`src/hdl/fcr_pkg.sv`:
```
// ----------------------------------------------------------------------------
// fcr_pkg
// shared types, sizes and codes of the framed command receiver
// ----------------------------------------------------------------------------
package fcr_pkg;

   localparam int ROBOT_COUNT  = 8;
   localparam int RECORD_BYTES = 16;
   localparam int HEADER_BYTES = 4;
   localparam int BODY_MAX     = ROBOT_COUNT * RECORD_BYTES + 1;

   localparam int ROBOT_W = (ROBOT_COUNT > 1) ? $clog2(ROBOT_COUNT) : 1;
   localparam int OFF_W   = $clog2(RECORD_BYTES);
   localparam int K_W     = $clog2(RECORD_BYTES + 1);
   localparam int TBL_AW  = $clog2(ROBOT_COUNT * RECORD_BYTES);
   localparam int BODY_AW = $clog2(BODY_MAX);
   localparam int BASE_W  = BODY_AW + 2;

   // operations
   localparam logic [1:0] OP_BYTE = 2'd0;
   localparam logic [1:0] OP_TICK = 2'd1;
   localparam logic [1:0] OP_READ = 2'd2;

   // frame status codes
   localparam logic [1:0] ST_NONE    = 2'd0;
   localparam logic [1:0] ST_COMMIT  = 2'd1;
   localparam logic [1:0] ST_FAIL    = 2'd2;
   localparam logic [1:0] ST_BAD_HDR = 2'd3;

   // register indexes
   localparam logic [1:0] REG_START_FIRST  = 2'd0;
   localparam logic [1:0] REG_START_SECOND = 2'd1;
   localparam logic [1:0] REG_STOP         = 2'd2;
   localparam logic [1:0] REG_DELAY        = 2'd3;

   typedef struct packed {
      logic [1:0] operation;
      logic [7:0] rx_byte;
      logic [2:0] read_robot;
      logic [3:0] read_offset;
   } req_type;

   typedef struct packed {
      logic [7:0] read_data;
      logic [1:0] frame_status;
   } rsp_type;

   typedef struct packed {
      logic               start;
      logic               clr_en;
      logic [ROBOT_W-1:0] clr_row;
   } timer_ctl_type;

   typedef struct packed {
      logic               busy;
      logic               done;
      logic               hit;
      logic [ROBOT_W-1:0] hit_row;
   } timer_sts_type;

   typedef struct packed {
      logic               wr_en;
      logic [ROBOT_W-1:0] wr_row;
      logic [OFF_W-1:0]   wr_off;
      logic [7:0]         wr_data;
      logic               rd_en;
      logic [2:0]         rd_robot;
      logic [3:0]         rd_offset;
      logic               fw_set;
      logic [ROBOT_W-1:0] fw_row;
      logic               fw_clr;
      logic [ROBOT_W-1:0] clr_row;
   } table_ctl_type;

endpackage

```
`src/hdl/fcr_timer.sv`:
```
// ----------------------------------------------------------------------------
// fcr_timer
// per-robot silence counters, aged one robot a cycle by a shared incrementer
// ----------------------------------------------------------------------------
module fcr_timer (
   input  logic                  clock,
   input  logic                  reset,
   input  fcr_pkg::timer_ctl_type ctl,
   input  logic [15:0]           delay,
   output fcr_pkg::timer_sts_type sts
);
   import fcr_pkg::*;

   logic [15:0]        cnt_ff [ROBOT_COUNT];
   logic               busy_ff, busy_in;
   logic [ROBOT_W-1:0] idx_ff, idx_in;
   logic [15:0]        next_cnt;
   logic               hit;
   logic               last;

   // shared increment and compare unit
   assign next_cnt = cnt_ff[idx_ff] + 16'd1;
   assign hit      = busy_ff && (next_cnt >= delay);
   assign last     = (32'(idx_ff) == ROBOT_COUNT - 1);

   always_comb begin
      busy_in = busy_ff;
      idx_in  = idx_ff;
      if (ctl.start) begin
         busy_in = 1'b1;
         idx_in  = '0;
      end else if (busy_ff) begin
         if (last) begin
            busy_in = 1'b0;
         end else begin
            idx_in = idx_ff + ROBOT_W'(1);
         end
      end
   end

   always_ff @(posedge clock) begin
      if (reset) begin
         busy_ff <= 1'b0;
         idx_ff  <= '0;
         for (int r = 0; r < ROBOT_COUNT; r++) begin
            cnt_ff[r] <= '0;
         end
      end else begin
         busy_ff <= busy_in;
         idx_ff  <= idx_in;
         if (busy_ff) begin
            cnt_ff[idx_ff] <= hit ? 16'd0 : next_cnt;
         end else if (ctl.clr_en) begin
            cnt_ff[ctl.clr_row] <= '0;
         end
      end
   end

   assign sts.busy    = busy_ff;
   assign sts.done    = busy_ff && last;
   assign sts.hit     = hit;
   assign sts.hit_row = idx_ff;

endmodule

```
`src/hdl/fcr_cmd_table.sv`:
```
// ----------------------------------------------------------------------------
// fcr_cmd_table
// command table memory with per-row freewheel flags and registered read
// ----------------------------------------------------------------------------
module fcr_cmd_table (
   input  logic                   clock,
   input  logic                   reset,
   input  fcr_pkg::table_ctl_type ctl,
   output logic [7:0]             rd_data
);
   import fcr_pkg::*;

   logic [7:0]             mem [ROBOT_COUNT * RECORD_BYTES];
   logic [ROBOT_COUNT-1:0] fw_ff, fw_in;
   logic [7:0]             mem_q_ff;
   logic                   hit_ff;
   logic                   sel_fw_ff;
   logic [7:0]             pat_ff;
   logic                   rd_hit;
   logic [ROBOT_W-1:0]     rd_row;
   logic [TBL_AW-1:0]      rd_addr;
   logic [TBL_AW-1:0]      wr_addr;
   logic [7:0]             pat;

   assign rd_hit  = (32'(ctl.rd_robot) < ROBOT_COUNT) && (32'(ctl.rd_offset) < RECORD_BYTES);
   assign rd_row  = ROBOT_W'(ctl.rd_robot);
   assign rd_addr = TBL_AW'(TBL_AW'(rd_row) * TBL_AW'(RECORD_BYTES) + TBL_AW'(ctl.rd_offset));
   assign wr_addr = TBL_AW'(TBL_AW'(ctl.wr_row) * TBL_AW'(RECORD_BYTES) + TBL_AW'(ctl.wr_off));

   // freewheel row: id, then 1..4, then zeros
   always_comb begin
      if (ctl.rd_offset == 4'd0) begin
         pat = 8'(ctl.rd_robot);
      end else if (ctl.rd_offset <= 4'd4) begin
         pat = 8'(ctl.rd_offset);
      end else begin
         pat = 8'd0;
      end
   end

   always_comb begin
      fw_in = fw_ff;
      if (ctl.fw_set) begin
         fw_in[ctl.fw_row] = 1'b1;
      end
      if (ctl.fw_clr) begin
         fw_in[ctl.clr_row] = 1'b0;
      end
   end

   always_ff @(posedge clock) begin
      if (reset) begin
         fw_ff <= '1;
      end else begin
         fw_ff <= fw_in;
      end
   end

   always_ff @(posedge clock) begin
      if (ctl.wr_en) begin
         mem[wr_addr] <= ctl.wr_data;
      end
      mem_q_ff <= mem[rd_addr];
      if (ctl.rd_en) begin
         hit_ff    <= rd_hit;
         sel_fw_ff <= fw_ff[rd_row];
         pat_ff    <= pat;
      end
   end

   assign rd_data = !hit_ff ? 8'd0 : (sel_fw_ff ? pat_ff : mem_q_ff);

endmodule

```
`src/hdl/framed_command_receiver_with_timeout_core.sv`:
```
// ----------------------------------------------------------------------------
// framed_command_receiver_with_timeout_core
// framed command receiver with checksum and per-robot silence timeout
// ----------------------------------------------------------------------------
// usage
//   req channel carries one request: a received byte, a timer tick or a
//   table read. rsp channel returns exactly one response per request with
//   read_data (table byte for a read, else 0) and frame_status.
//   csr port holds start bytes, stop byte and freewheel delay; write it only
//   while the block is idle.
// sequence (states from accept to response valid)
//   plain byte or unused op: FINISH only, table read: RD_WAIT then FINISH
//   tick: TICK while the single shared counter unit sweeps all robots, then FINISH
//   closing byte of a good frame: commit walk through the body memory,
//   CMT_ID and CMT_CHK per record, plus COPY per copied record, then FINISH
//   one request is in flight at a time; req_ready is low until the response
//   has been loaded into the output register
// reset
//   header collection restarts, all rows show the freewheel pattern, all
//   silence counters are zero, delay is 1000; no clearing pass is needed
// stalls
//   if rsp_ready is low the response waits in the output register and the
//   block holds the next response back until it has been taken
// ----------------------------------------------------------------------------
module framed_command_receiver_with_timeout_core (
   input  logic             clock,
   input  logic             reset,
   input  logic             req_valid,
   output logic             req_ready,
   input  fcr_pkg::req_type req_payload,
   output logic             rsp_valid,
   input  logic             rsp_ready,
   output fcr_pkg::rsp_type rsp_payload,
   input  logic             csr_psel,
   input  logic             csr_penable,
   input  logic             csr_pwrite,
   input  logic [3:0]       csr_paddr,
   input  logic [31:0]      csr_pwdata,
   output logic [31:0]      csr_prdata,
   output logic             csr_pready
);
   import fcr_pkg::*;

   // sequencer states
   localparam logic [2:0] S_IDLE    = 3'd0;
   localparam logic [2:0] S_TICK    = 3'd1;
   localparam logic [2:0] S_CMT_ID  = 3'd2;
   localparam logic [2:0] S_CMT_CHK = 3'd3;
   localparam logic [2:0] S_COPY    = 3'd4;
   localparam logic [2:0] S_RD_WAIT = 3'd5;
   localparam logic [2:0] S_FINISH  = 3'd6;

   // configuration registers
   logic [7:0]  start0_ff, start1_ff, stop_ff;
   logic [15:0] delay_ff;
   logic        csr_wr;

   // sequencer and frame state
   logic [2:0]         state_ff, state_in;
   logic               phase_ff, phase_in;
   logic [7:0]         cnt_ff, cnt_in;
   logic [7:0]         hdr0_ff, hdr0_in, hdr1_ff, hdr1_in;
   logic [7:0]         len_ff, len_in;
   logic [7:0]         sum_ff, sum_in;
   logic [BASE_W-1:0]  base_ff, base_in;
   logic [K_W-1:0]     k_ff, k_in;
   logic [ROBOT_W-1:0] id_ff, id_in;
   logic [1:0]         status_ff, status_in;
   logic [7:0]         data_ff, data_in;

   // output register
   logic    rsp_valid_ff, rsp_valid_in;
   rsp_type rsp_ff, rsp_in;

   // body memory
   logic [7:0]         body_mem [BODY_MAX];
   logic [7:0]         body_q_ff;
   logic               body_we;
   logic [BODY_AW-1:0] body_waddr;
   logic [BODY_AW-1:0] body_raddr;

   timer_ctl_type timer_ctl;
   timer_sts_type timer_sts;
   table_ctl_type table_ctl;
   logic [7:0]    table_rd;

   logic          accept;
   logic [7:0]    hdr_len;
   logic          hdr_bad;

   // ---------------------------------------------------------------------
   // configuration port
   // ---------------------------------------------------------------------
   assign csr_pready = 1'b1;
   assign csr_wr     = csr_psel && csr_penable && csr_pwrite;

   always_ff @(posedge clock) begin
      if (reset) begin
         start0_ff <= '0;
         start1_ff <= '0;
         stop_ff   <= '0;
         delay_ff  <= 16'd1000;
      end else if (csr_wr) begin
         case (csr_paddr[3:2])
            REG_START_FIRST:  start0_ff <= csr_pwdata[7:0];
            REG_START_SECOND: start1_ff <= csr_pwdata[7:0];
            REG_STOP:         stop_ff   <= csr_pwdata[7:0];
            REG_DELAY:        delay_ff  <= csr_pwdata[15:0];
            default:          ;
         endcase
      end
   end

   always_comb begin
      case (csr_paddr[3:2])
         REG_START_FIRST:  csr_prdata = {24'd0, start0_ff};
         REG_START_SECOND: csr_prdata = {24'd0, start1_ff};
         REG_STOP:         csr_prdata = {24'd0, stop_ff};
         REG_DELAY:        csr_prdata = {16'd0, delay_ff};
         default:          csr_prdata = '0;
      endcase
   end

   // ---------------------------------------------------------------------
   // handshake
   // ---------------------------------------------------------------------
   assign req_ready   = (state_ff == S_IDLE);
   assign accept      = req_valid && req_ready;
   assign rsp_valid   = rsp_valid_ff;
   assign rsp_payload = rsp_ff;

   // body length and header check on the fourth header byte
   assign hdr_len = len_ff;
   assign hdr_bad = (hdr0_ff != start0_ff) || (hdr1_ff != start1_ff) || (hdr_len == 8'd0)
                    || (32'(hdr_len) > BODY_MAX);

   // body read address: record base plus byte within record
   assign body_raddr = BODY_AW'(base_ff + BASE_W'(k_ff));

   // ---------------------------------------------------------------------
   // sequencer
   // ---------------------------------------------------------------------
   always_comb begin
      state_in     = state_ff;
      phase_in     = phase_ff;
      cnt_in       = cnt_ff;
      hdr0_in      = hdr0_ff;
      hdr1_in      = hdr1_ff;
      len_in       = len_ff;
      sum_in       = sum_ff;
      base_in      = base_ff;
      k_in         = k_ff;
      id_in        = id_ff;
      status_in    = status_ff;
      data_in      = data_ff;
      rsp_valid_in = rsp_valid_ff;
      rsp_in       = rsp_ff;
      body_we      = 1'b0;
      body_waddr   = BODY_AW'(cnt_ff);
      timer_ctl    = '0;
      table_ctl    = '0;

      table_ctl.rd_robot  = req_payload.read_robot;
      table_ctl.rd_offset = req_payload.read_offset;
      table_ctl.fw_set    = timer_sts.hit;
      table_ctl.fw_row    = timer_sts.hit_row;

      if (rsp_valid_ff && rsp_ready) begin
         rsp_valid_in = 1'b0;
      end

      case (state_ff)
         S_IDLE: begin
            if (accept) begin
               status_in = ST_NONE;
               data_in   = 8'd0;
               state_in  = S_FINISH;
               case (req_payload.operation)
                  OP_BYTE: begin
                     if (!phase_ff) begin
                        // header collection
                        case (cnt_ff[1:0])
                           2'd0: hdr0_in = req_payload.rx_byte;
                           2'd1: hdr1_in = req_payload.rx_byte;
                           2'd2: len_in  = req_payload.rx_byte - 8'(HEADER_BYTES);
                           default: ;
                        endcase
                        if (cnt_ff[1:0] == 2'd3) begin
                           cnt_in = 8'd0;
                           sum_in = req_payload.rx_byte;
                           if (hdr_bad) begin
                              status_in = ST_BAD_HDR;
                           end else begin
                              phase_in = 1'b1;
                           end
                        end else begin
                           cnt_in = cnt_ff + 8'd1;
                        end
                     end else begin
                        // body collection with running checksum
                        body_we = 1'b1;
                        if ({1'b0, cnt_ff} + 9'd1 < {1'b0, len_ff}) begin
                           sum_in = sum_ff - req_payload.rx_byte;
                           cnt_in = cnt_ff + 8'd1;
                        end else begin
                           phase_in = 1'b0;
                           cnt_in   = 8'd0;
                           if (req_payload.rx_byte == stop_ff && sum_ff == 8'd0) begin
                              base_in  = '0;
                              k_in     = '0;
                              state_in = S_CMT_ID;
                           end else begin
                              status_in = ST_FAIL;
                           end
                        end
                     end
                  end
                  OP_TICK: begin
                     timer_ctl.start = 1'b1;
                     state_in        = S_TICK;
                  end
                  OP_READ: begin
                     table_ctl.rd_en = 1'b1;
                     state_in        = S_RD_WAIT;
                  end
                  default: ;
               endcase
            end
         end
         S_TICK: begin
            if (timer_sts.done) begin
               state_in = S_FINISH;
            end
         end
         S_CMT_ID: begin
            // another whole record before the stop byte?
            if (base_ff + BASE_W'(RECORD_BYTES + 1) > BASE_W'(len_ff)) begin
               status_in = ST_COMMIT;
               state_in  = S_FINISH;
            end else begin
               state_in = S_CMT_CHK;
            end
         end
         S_CMT_CHK: begin
            if (32'(body_q_ff) < ROBOT_COUNT) begin
               id_in             = ROBOT_W'(body_q_ff);
               k_in              = '0;
               timer_ctl.clr_en  = 1'b1;
               timer_ctl.clr_row = ROBOT_W'(body_q_ff);
               table_ctl.fw_clr  = 1'b1;
               table_ctl.clr_row = ROBOT_W'(body_q_ff);
               state_in          = S_COPY;
            end else begin
               base_in  = base_ff + BASE_W'(RECORD_BYTES);
               state_in = S_CMT_ID;
            end
         end
         S_COPY: begin
            // read byte k, write byte k-1 from the registered read
            if (k_ff != '0) begin
               table_ctl.wr_en   = 1'b1;
               table_ctl.wr_row  = id_ff;
               table_ctl.wr_off  = OFF_W'(k_ff - K_W'(1));
               table_ctl.wr_data = body_q_ff;
            end
            if (32'(k_ff) == RECORD_BYTES) begin
               k_in     = '0;
               base_in  = base_ff + BASE_W'(RECORD_BYTES);
               state_in = S_CMT_ID;
            end else begin
               k_in = k_ff + K_W'(1);
            end
         end
         S_RD_WAIT: begin
            data_in  = table_rd;
            state_in = S_FINISH;
         end
         S_FINISH: begin
            if (!rsp_valid_ff || rsp_ready) begin
               rsp_valid_in        = 1'b1;
               rsp_in.read_data    = data_ff;
               rsp_in.frame_status = status_ff;
               state_in            = S_IDLE;
            end
         end
         default: state_in = S_IDLE;
      endcase
   end

   always_ff @(posedge clock) begin
      if (reset) begin
         state_ff     <= S_IDLE;
         phase_ff     <= 1'b0;
         cnt_ff       <= '0;
         hdr0_ff      <= '0;
         hdr1_ff      <= '0;
         len_ff       <= 8'd0 - 8'(HEADER_BYTES);
         rsp_valid_ff <= 1'b0;
      end else begin
         state_ff     <= state_in;
         phase_ff     <= phase_in;
         cnt_ff       <= cnt_in;
         hdr0_ff      <= hdr0_in;
         hdr1_ff      <= hdr1_in;
         len_ff       <= len_in;
         rsp_valid_ff <= rsp_valid_in;
      end
   end

   always_ff @(posedge clock) begin
      sum_ff    <= sum_in;
      base_ff   <= base_in;
      k_ff      <= k_in;
      id_ff     <= id_in;
      status_ff <= status_in;
      data_ff   <= data_in;
      rsp_ff    <= rsp_in;
   end

   // body memory, one write and one registered read port
   always_ff @(posedge clock) begin
      if (body_we) begin
         body_mem[body_waddr] <= req_payload.rx_byte;
      end
      body_q_ff <= body_mem[body_raddr];
   end

   fcr_timer u_timer (
      .clock (clock),
      .reset (reset),
      .ctl   (timer_ctl),
      .delay (delay_ff),
      .sts   (timer_sts)
   );

   fcr_cmd_table u_table (
      .clock   (clock),
      .reset   (reset),
      .ctl     (table_ctl),
      .rd_data (table_rd)
   );

   // ---------------------------------------------------------------------
   // assertions
   // ---------------------------------------------------------------------
   a_timer_only_in_tick: assert property (@(posedge clock) disable iff (reset)
      timer_sts.busy |-> state_ff == S_TICK)
      else $error("silence timer sweeping outside a tick");

   a_table_write_in_copy: assert property (@(posedge clock) disable iff (reset)
      table_ctl.wr_en |-> state_ff == S_COPY)
      else $error("table written outside a commit copy");

   a_body_count_in_range: assert property (@(posedge clock) disable iff (reset)
      phase_ff |-> cnt_ff < len_ff)
      else $error("body count reached frame length");

   a_commit_back_to_header: assert property (@(posedge clock) disable iff (reset)
      (state_ff == S_CMT_ID || state_ff == S_CMT_CHK || state_ff == S_COPY) |-> !phase_ff)
      else $error("commit running while body collection is open");

endmodule
```
`config.mk`:
```
export PLATFORM = sky130hd
export DESIGN_NAME = framed_command_receiver_with_timeout_core
export DESIGN_NICKNAME = d
export VERILOG_FILES = /design/src/hdl/fcr_pkg.sv /design/src/hdl/fcr_timer.sv /design/src/hdl/fcr_cmd_table.sv /design/src/hdl/framed_command_receiver_with_timeout_core.sv
export SDC_FILE = /design/constraint.sdc
export NUM_CORES = 2
export LEC_CHECK = 0
export ABC_AREA = 1
export BUFFER_PORTS_ARGS = -buffer_cell sky130_fd_sc_hd__buf_2
export CORE_MARGIN = 2
export CORE_UTILIZATION = 53
export DETAILED_ROUTE_END_ITERATION = 10
export MAX_ROUTING_LAYER = met4
export PLACE_DENSITY = 0.69
export SLEW_MARGIN = 20
export SYNTH_ARGS = -nofsm -noshare
export SYNTH_HDL_FRONTEND = slang
export SYNTH_SLANG_ARGS = --single-unit
```
`constraint.sdc`:
```
create_clock -name clock -period 7.1 [get_ports clock]
set_input_delay 0.71 -clock clock [delete_from_list [all_inputs] [get_ports clock]]
set_output_delay 0.71 -clock clock [all_outputs]
set_load 0.005 [all_outputs]
```
* Word-level counts from Yosys, hierarchy flattened *
Memory sizes are Yosys's and may differ from the RTL's. A register that Yosys moved wholly into a read port is not among the register bits.
Cells that the tools add are included.

operators by class
  bitwise gates (word level) = 6
  $lt $le $gt $ge = 11
  eq/ne operators = 31
  multiplexer cells = 102
  add/subtract/negate cells = 13
  reductions and logical operators = 47

operator list
  operator               number
  $pmux 32 s4            1
  $mux 16                5
  $mux 8                 10
  $mux 10                7
  $mux 3                 15
  $mux 1                 38
  $mux 5                 7
  $reduce_or 16->1       2
  $pmux 10 s3            1
  $pmux 3 s7             1
  $add 10x5->10 const B  2
  $reduce_and 5->1       4
  $add 16x1->16 const B  1
  $ge 16x16->1           1
  $logic_not 8->1        2
  $mux 2                 8
  $ne 8x8->1             2
  $pmux 8 s2             1
  $reduce_and 2->1       8
  $pmux 5 s3             1
  $add 7x4->7            2
  $ne 2x2->1 const B     7
  $eq 3x3->1 const B     4
  $lt 3x4->1 const B     3
  44 further kinds       77

storage, ports and cells
  memories kept = 3
  logic and storage cells = 239
  memory bits (writable) = 2184
  register bits after elaboration = 144
  input port bits = 60

memory list
  name            words  bits a word  read ports  clocked after memory_dff  wr ports  line                                             source
  body_mem        129    8            1           1                         1         framed_command_receiver_with_timeout_core.sv:76  logic [7:0] body_mem [BODY_MAX];
  u_table.mem     128    8            1           1                         1         fcr_cmd_table.sv:13                              logic [7:0] mem [ROBOT_COUNT * RECORD_BYTES];
  u_timer.cnt_ff  8      16           1           1                         8         fcr_timer.sv:14                                  logic [15:0] cnt_ff [ROBOT_COUNT];

* Longest topological paths before layout *
  depth after elaboration = 10
  mapped depth = 29
  depth with buffers taken out = 27

* Hierarchy *
From an unflattened synthesis, not the netlist that was laid out.

unflattened totals
  cells, all modules = 9550
  area, all modules = 100356.2 sq um

modules (own cells, without submodules)
  module                                     instances  cells an instance  seq. area each (sq um)  area an instance (sq um)
  framed_command_receiver_with_timeout_core  1          4394               33952.6                 48406.4
  fcr_cmd_table                              1          4219               31219.9                 44341.3
  fcr_timer                                  1          937                3983.8                  7608.5

* Worst setup path before layout *
Ideal clock, no wire load.

  path type = register -> register
  start point = register k_ff[0]
  end point = memory u_table.mem[0][0] (data pin)
  path buffers = 5
  setup time = 797 ps
  cell stages (with the launch flop) = 11
  data arrival time = 4620 ps
  setup slack = 1683 ps
  clock period less this slack = 5417 ps
  path through = edfxtp_1 > buf_2 > inv_1 > buf_4 > buf_4 > buf_2 > buf_2 > ha_1 > nand3b_1 > nand2_2 > nor2_1

RTL lines
  element                 line                                              source
  start, declared         framed_command_receiver_with_timeout_core.sv:66   logic [K_W-1:0] k_ff, k_in;
  start signal, assigned  framed_command_receiver_with_timeout_core.sv:313  k_ff <= k_in;
  end, declared           fcr_cmd_table.sv:13

==> summary by stage <==
Job
The number of max-cap violations is 0.

Worst setup path
The worst register-to-register path has a setup slack of 1.88 ns. The type of the worst setup path is reg2reg. The required time of the critical path is 7.82 ns.

The library cell appearing most often on the critical path is nand2_1. The endpoint of the worst register-to-register path is u_timer.cnt_ff[0][12]. The number of cells on the worst reg-to-reg path is 23. In this design, the largest share of critical-path delay is due to simple AND/OR/NAND/NOR gates. The critical path endpoint category is a register.

The critical path contains buffers and inverters numbering 5 combined. In this run the worst path has a maximum fanout of 33. The critical path goes through buf_4 -> inv_1 -> buf_4 -> nor2_1 -> o21ai_0 -> nand2_1 -> nand2_1 -> nand2_2 -> nand2_1 -> nor3_1 -> nand3_1 -> and2_1 -> ha_1 -> a21oi_1 -> o21ai_0 -> a21oi_1 -> nand3_1 -> nand2_1 -> inv_1 -> nor2_1 -> buf_4 -> nand3_1 -> nor2_1.

The slowest stage of the critical path belongs to the cell inv_1. The largest single stage delay on the critical path is 0.42 ns. STA classifies the critical path startpoint as a register.

For the worst setup path, the data arrival time is 5.94 ns. The critical path crosses 23 cells after its start point.

Layout
Summing all multi-input logic gate instances after layout gives 0.02422 mm^2. In the final design database the tool counted 8337 nets. Across the whole layout, storage elements account for 0.06916 mm^2. Relative to the synthesized area, the layout overhead comes to 9.535%. The fraction of layout instances using a drive strength above 1 is 0.06236. The filler cell count in the final layout is 14290. The final core utilization is 0.5841.

CTS
In this run the deepest clock path goes through 3 buffers. The H-tree level count is 4. For the worst-skew pair, the clock arrives at the later sink with an insertion delay of 0.88 ns.

TritonCTS built the clock tree. The count of clock tree sinks is 2339. The number of hold buffers added after CTS was 0. After clock tree synthesis, the setup repair step added 0 buffers. Gates resized during post-CTS repair numbered 0.

In this run the clock root is driven by a clkbuf_16. In this run, CTS created clock tree buffers numbering 225. Clock-pin slew was measured on the worst setup and hold paths at 0.06 ns.

Power and ir drop
For this design the static power due to leakage is 0.03575 uW. Power spread over the standard cell area amounts to 336.4 mW/mm^2. VDD sags by at most 371.2 uV.

Outcome
The run finished with clean final reports.

Route
The detailed router put a total of 97.09 mm of wire on met1. The detailed router's first-iteration violation count is 8136. The total length of routed met2 wires is 116.2 mm. The count of nets left with antenna violations after detail routing is 0. The top layer used by detailed routing is met4. The post-detailed-route DRC marker count is 0. The number of optimization iterations in the first detailed-route pass is 8. Wire segments on met3 add up to 21.23 mm in the final route.

The average wire per standard cell is 22.51 um. The number of vias after detailed routing is 63950. For this block, the routed nets add up to 243.0 mm of wire. The mean number of vias per cell is 5.925.

Place
Input and output buffers added on the ports amount to 69. The worst setup slack before clock tree synthesis is 2.057 ns. The estimated wirelength of the detail-placed design is 135.8 mm. At the end of routability-driven placement, the weighted congestion stood at 0.9111.

STA
The transition at the pin with the smallest max-transition slack is 1.242 ns. Static timing analysis puts the maximum clock frequency at 191.7 MHz. The final-report max-slew violation count came to 0. The least setup slack across all paths after layout is 1.883 ns. The share of the cycle needed by the critical path after routing is 0.7348. Setup violations remaining at the end of the flow were counted as 0. The worst pin sits at a relative slew slack of 0.1702. The worst setup skew after layout is 0.04640 ns. The total count of hold-check failures in the final report is 0. Setup repair after global routing left no endpoint under its margin. After layout, the minimum clock period comes to 5.217 ns. The aggregate negative setup slack is 0 ns.

Die
The floorplan die width is 430.2 um. The floorplan die area is 0.1851 mm^2. The effective utilization at floorplan is 0.5332. From bottom edge to top edge, the die measures 430.2 um. The number of top-level pins is 105. The total number of placement rows is 156.

The region available for standard cell placement spans 0.1805 mm^2.

Global routing
The number of antenna violations at the first check in global routing is 5. The maximum number of pins on one net before global-route repair is 191. The via count of the first global-routing pass is 60830. The global-route total usage across every layer is 0.2662.

The aggregate global routing overflow is 0. The global-route wire length before repair is 366.3 mm.

Logic synthesis
The most frequently used flop master after synthesis is edfxtp_1. After synthesis, the mean cell area works out to 11.55 um^2. The post-synthesis sequential area ratio is 0.7183.

Counting flops and latches in the post-synthesis netlist gives 2339. Of the post-synthesis cell area, the dominant cell type holds 0.6959. After synthesis, the share of flip-flops with an asynchronous set or reset is 0.

The most frequent cell after synthesis is edfxtp_1. Synthesis produced a netlist whose cell count is 8337. The summed instance area of the synthesized netlist is 0.09627 mm^2.

The commonest cells after synthesis are edfxtp_1 (2231), nor2_1 (1983), o21ai_0 (1156). For this run, the number of Yosys warnings is 0. The count of unique library cells instantiated by Yosys is 50. In the post-synthesis netlist, the biggest area contributors are edfxtp_1 (70%), nor2_1 (7.7%), o21ai_0 (6.0%), nand2_1 (3.9%), dfxtp_1 (2.2%).

The number of flops mapped to enable cells by yosys is 2231. Summed over all instances, the cell type with the most area after synthesis is edfxtp_1.

Hold path
The startpoint identified for the worst hold timing path is csr_pwdata[9]. The path with the worst hold slack has its endpoint at delay_ff[9]. The class of the tightest hold or removal check is in2reg. The worst hold path passes through 3 cells.
[tightest hold or removal path: stages]
cell,delay (ns)
buf_2,0.07
nand2_1,0.05
o211ai_1,0.06
[state kept, by name, summed over array words and instances, names as in the netlist, 10 cells and up, named ones only]
register	count
body_mem	1032
u_timer.cnt_ff	128
u_table.mem	1024
rsp_payload	10
delay_ff	16
[final cells by class]
| cell class | count | share of cell area |
|---|---|---|
| diodes | 5 | 0.0001187 |
| clock buffers | 288 | 0.05683 |
| clock inverters | 135 | 0.009765 |
| inverters | 235 | 0.008602 |
| multi-input cells | 5265 | 0.2297 |
| flip-flops and latches | 2339 | 0.6558 |
| well taps | 2370 | 0.02812 |
| repair buffers | 157 | 0.01105 |
[cells by family after synthesis]
logic type | synth area share
buf+inv | 0.03175
other cells | 0.00007801
fa+ha+maj | 0.007096
xor+xnor | 0.003730
compound gates | 0.09846
simple gates | 0.1405
flops | 0.7183
[how the worst max path moves through the flow]
stage | to | slack (ns)
after detailed placement | u_timer.cnt_ff[4][12] | 2.06
final | u_timer.cnt_ff[0][12] | 1.88
after floorplan | u_table.mem[0][0] | 1.68
after CTS | u_timer.cnt_ff[4][12] | 2.07
after global placement | u_timer.cnt_ff[0][12] | 2.13
after global routing | u_timer.cnt_ff[6][12] | 1.68
[routing by layer]
metal / track usage / vias to the layer above
li1: - / 29320
met1: 0.3541 / 31120
met2: 0.4178 / 3028
met3: 0.04019 / 479
met4: 0.09969 / 0
met5: - / -
[cells in the final DEF, fill, tap and decap left out, types with 4 or more instances in the layout]
master | netlist | layout
o221ai_1 | 10 | 10
bufinv_16 | 0 | 10
o211ai_1 | 130 | 130
inv_2 | 10 | 11
inv_16 | 0 | 4
buf_2 | 72 | 59
nand2_1 | 993 | 991
nor3_1 | 15 | 15
nand3_1 | 297 | 297
nor2_1 | 1983 | 1970
nor2_4 | 3 | 16
o22ai_1 | 240 | 240
dfxtp_1 | 108 | 107
clkbuf_16 | 0 | 230
ha_1 | 53 | 53
clkinv_1 | 7 | 69
xnor2_1 | 18 | 18
o2111ai_1 | 9 | 9
inv_6 | 0 | 6
a21oi_1 | 180 | 180
nor2_2 | 7 | 7
clkinvlp_4 | 0 | 4
conb_1 | 2 | 18
inv_1 | 218 | 214
nand2_2 | 12 | 14
nand3b_1 | 5 | 5
diode_2 | 0 | 5
clkinv_2 | 0 | 42
xor2_1 | 23 | 23
o21ai_0 | 1156 | 1156
clkbuf_1 | 373 | 56
and2_1 | 7 | 7
buf_4 | 25 | 87
edfxtp_1 | 2231 | 2231
buf_12 | 0 | 6
nand4_1 | 75 | 75
[power breakdown]
part / leakage [uW] / switching, uW / internal [uW]
logic: 0.0109 / 6180 / 2030
clock network: 0.00343 / 5130 / 6320
registers: 0.0214 / 129 / 15700
[through the flow]
| stage | hold slack (ns) | cell area (um^2) | total power [uW] | std cells |
|---|---|---|---|---|
| 2_1_floorplan | 0.4003 | 96330 | 21260 | 8353 |
| 3_3_place_gp | 0.4066 | 98360 | 23990 | 10360 |
| 3_5_place_dp | 0.4081 | 98360 | 24160 | 10360 |
| 4_1_cts | 0.01884 | 105400 | 35460 | 10790 |
| 5_1_grt | 0.05747 | 105500 | 36850 | 10790 |
| 6_report | 0.07733 | 105500 | 35480 | 10790 |
Power figures use the tool's default switching activity.
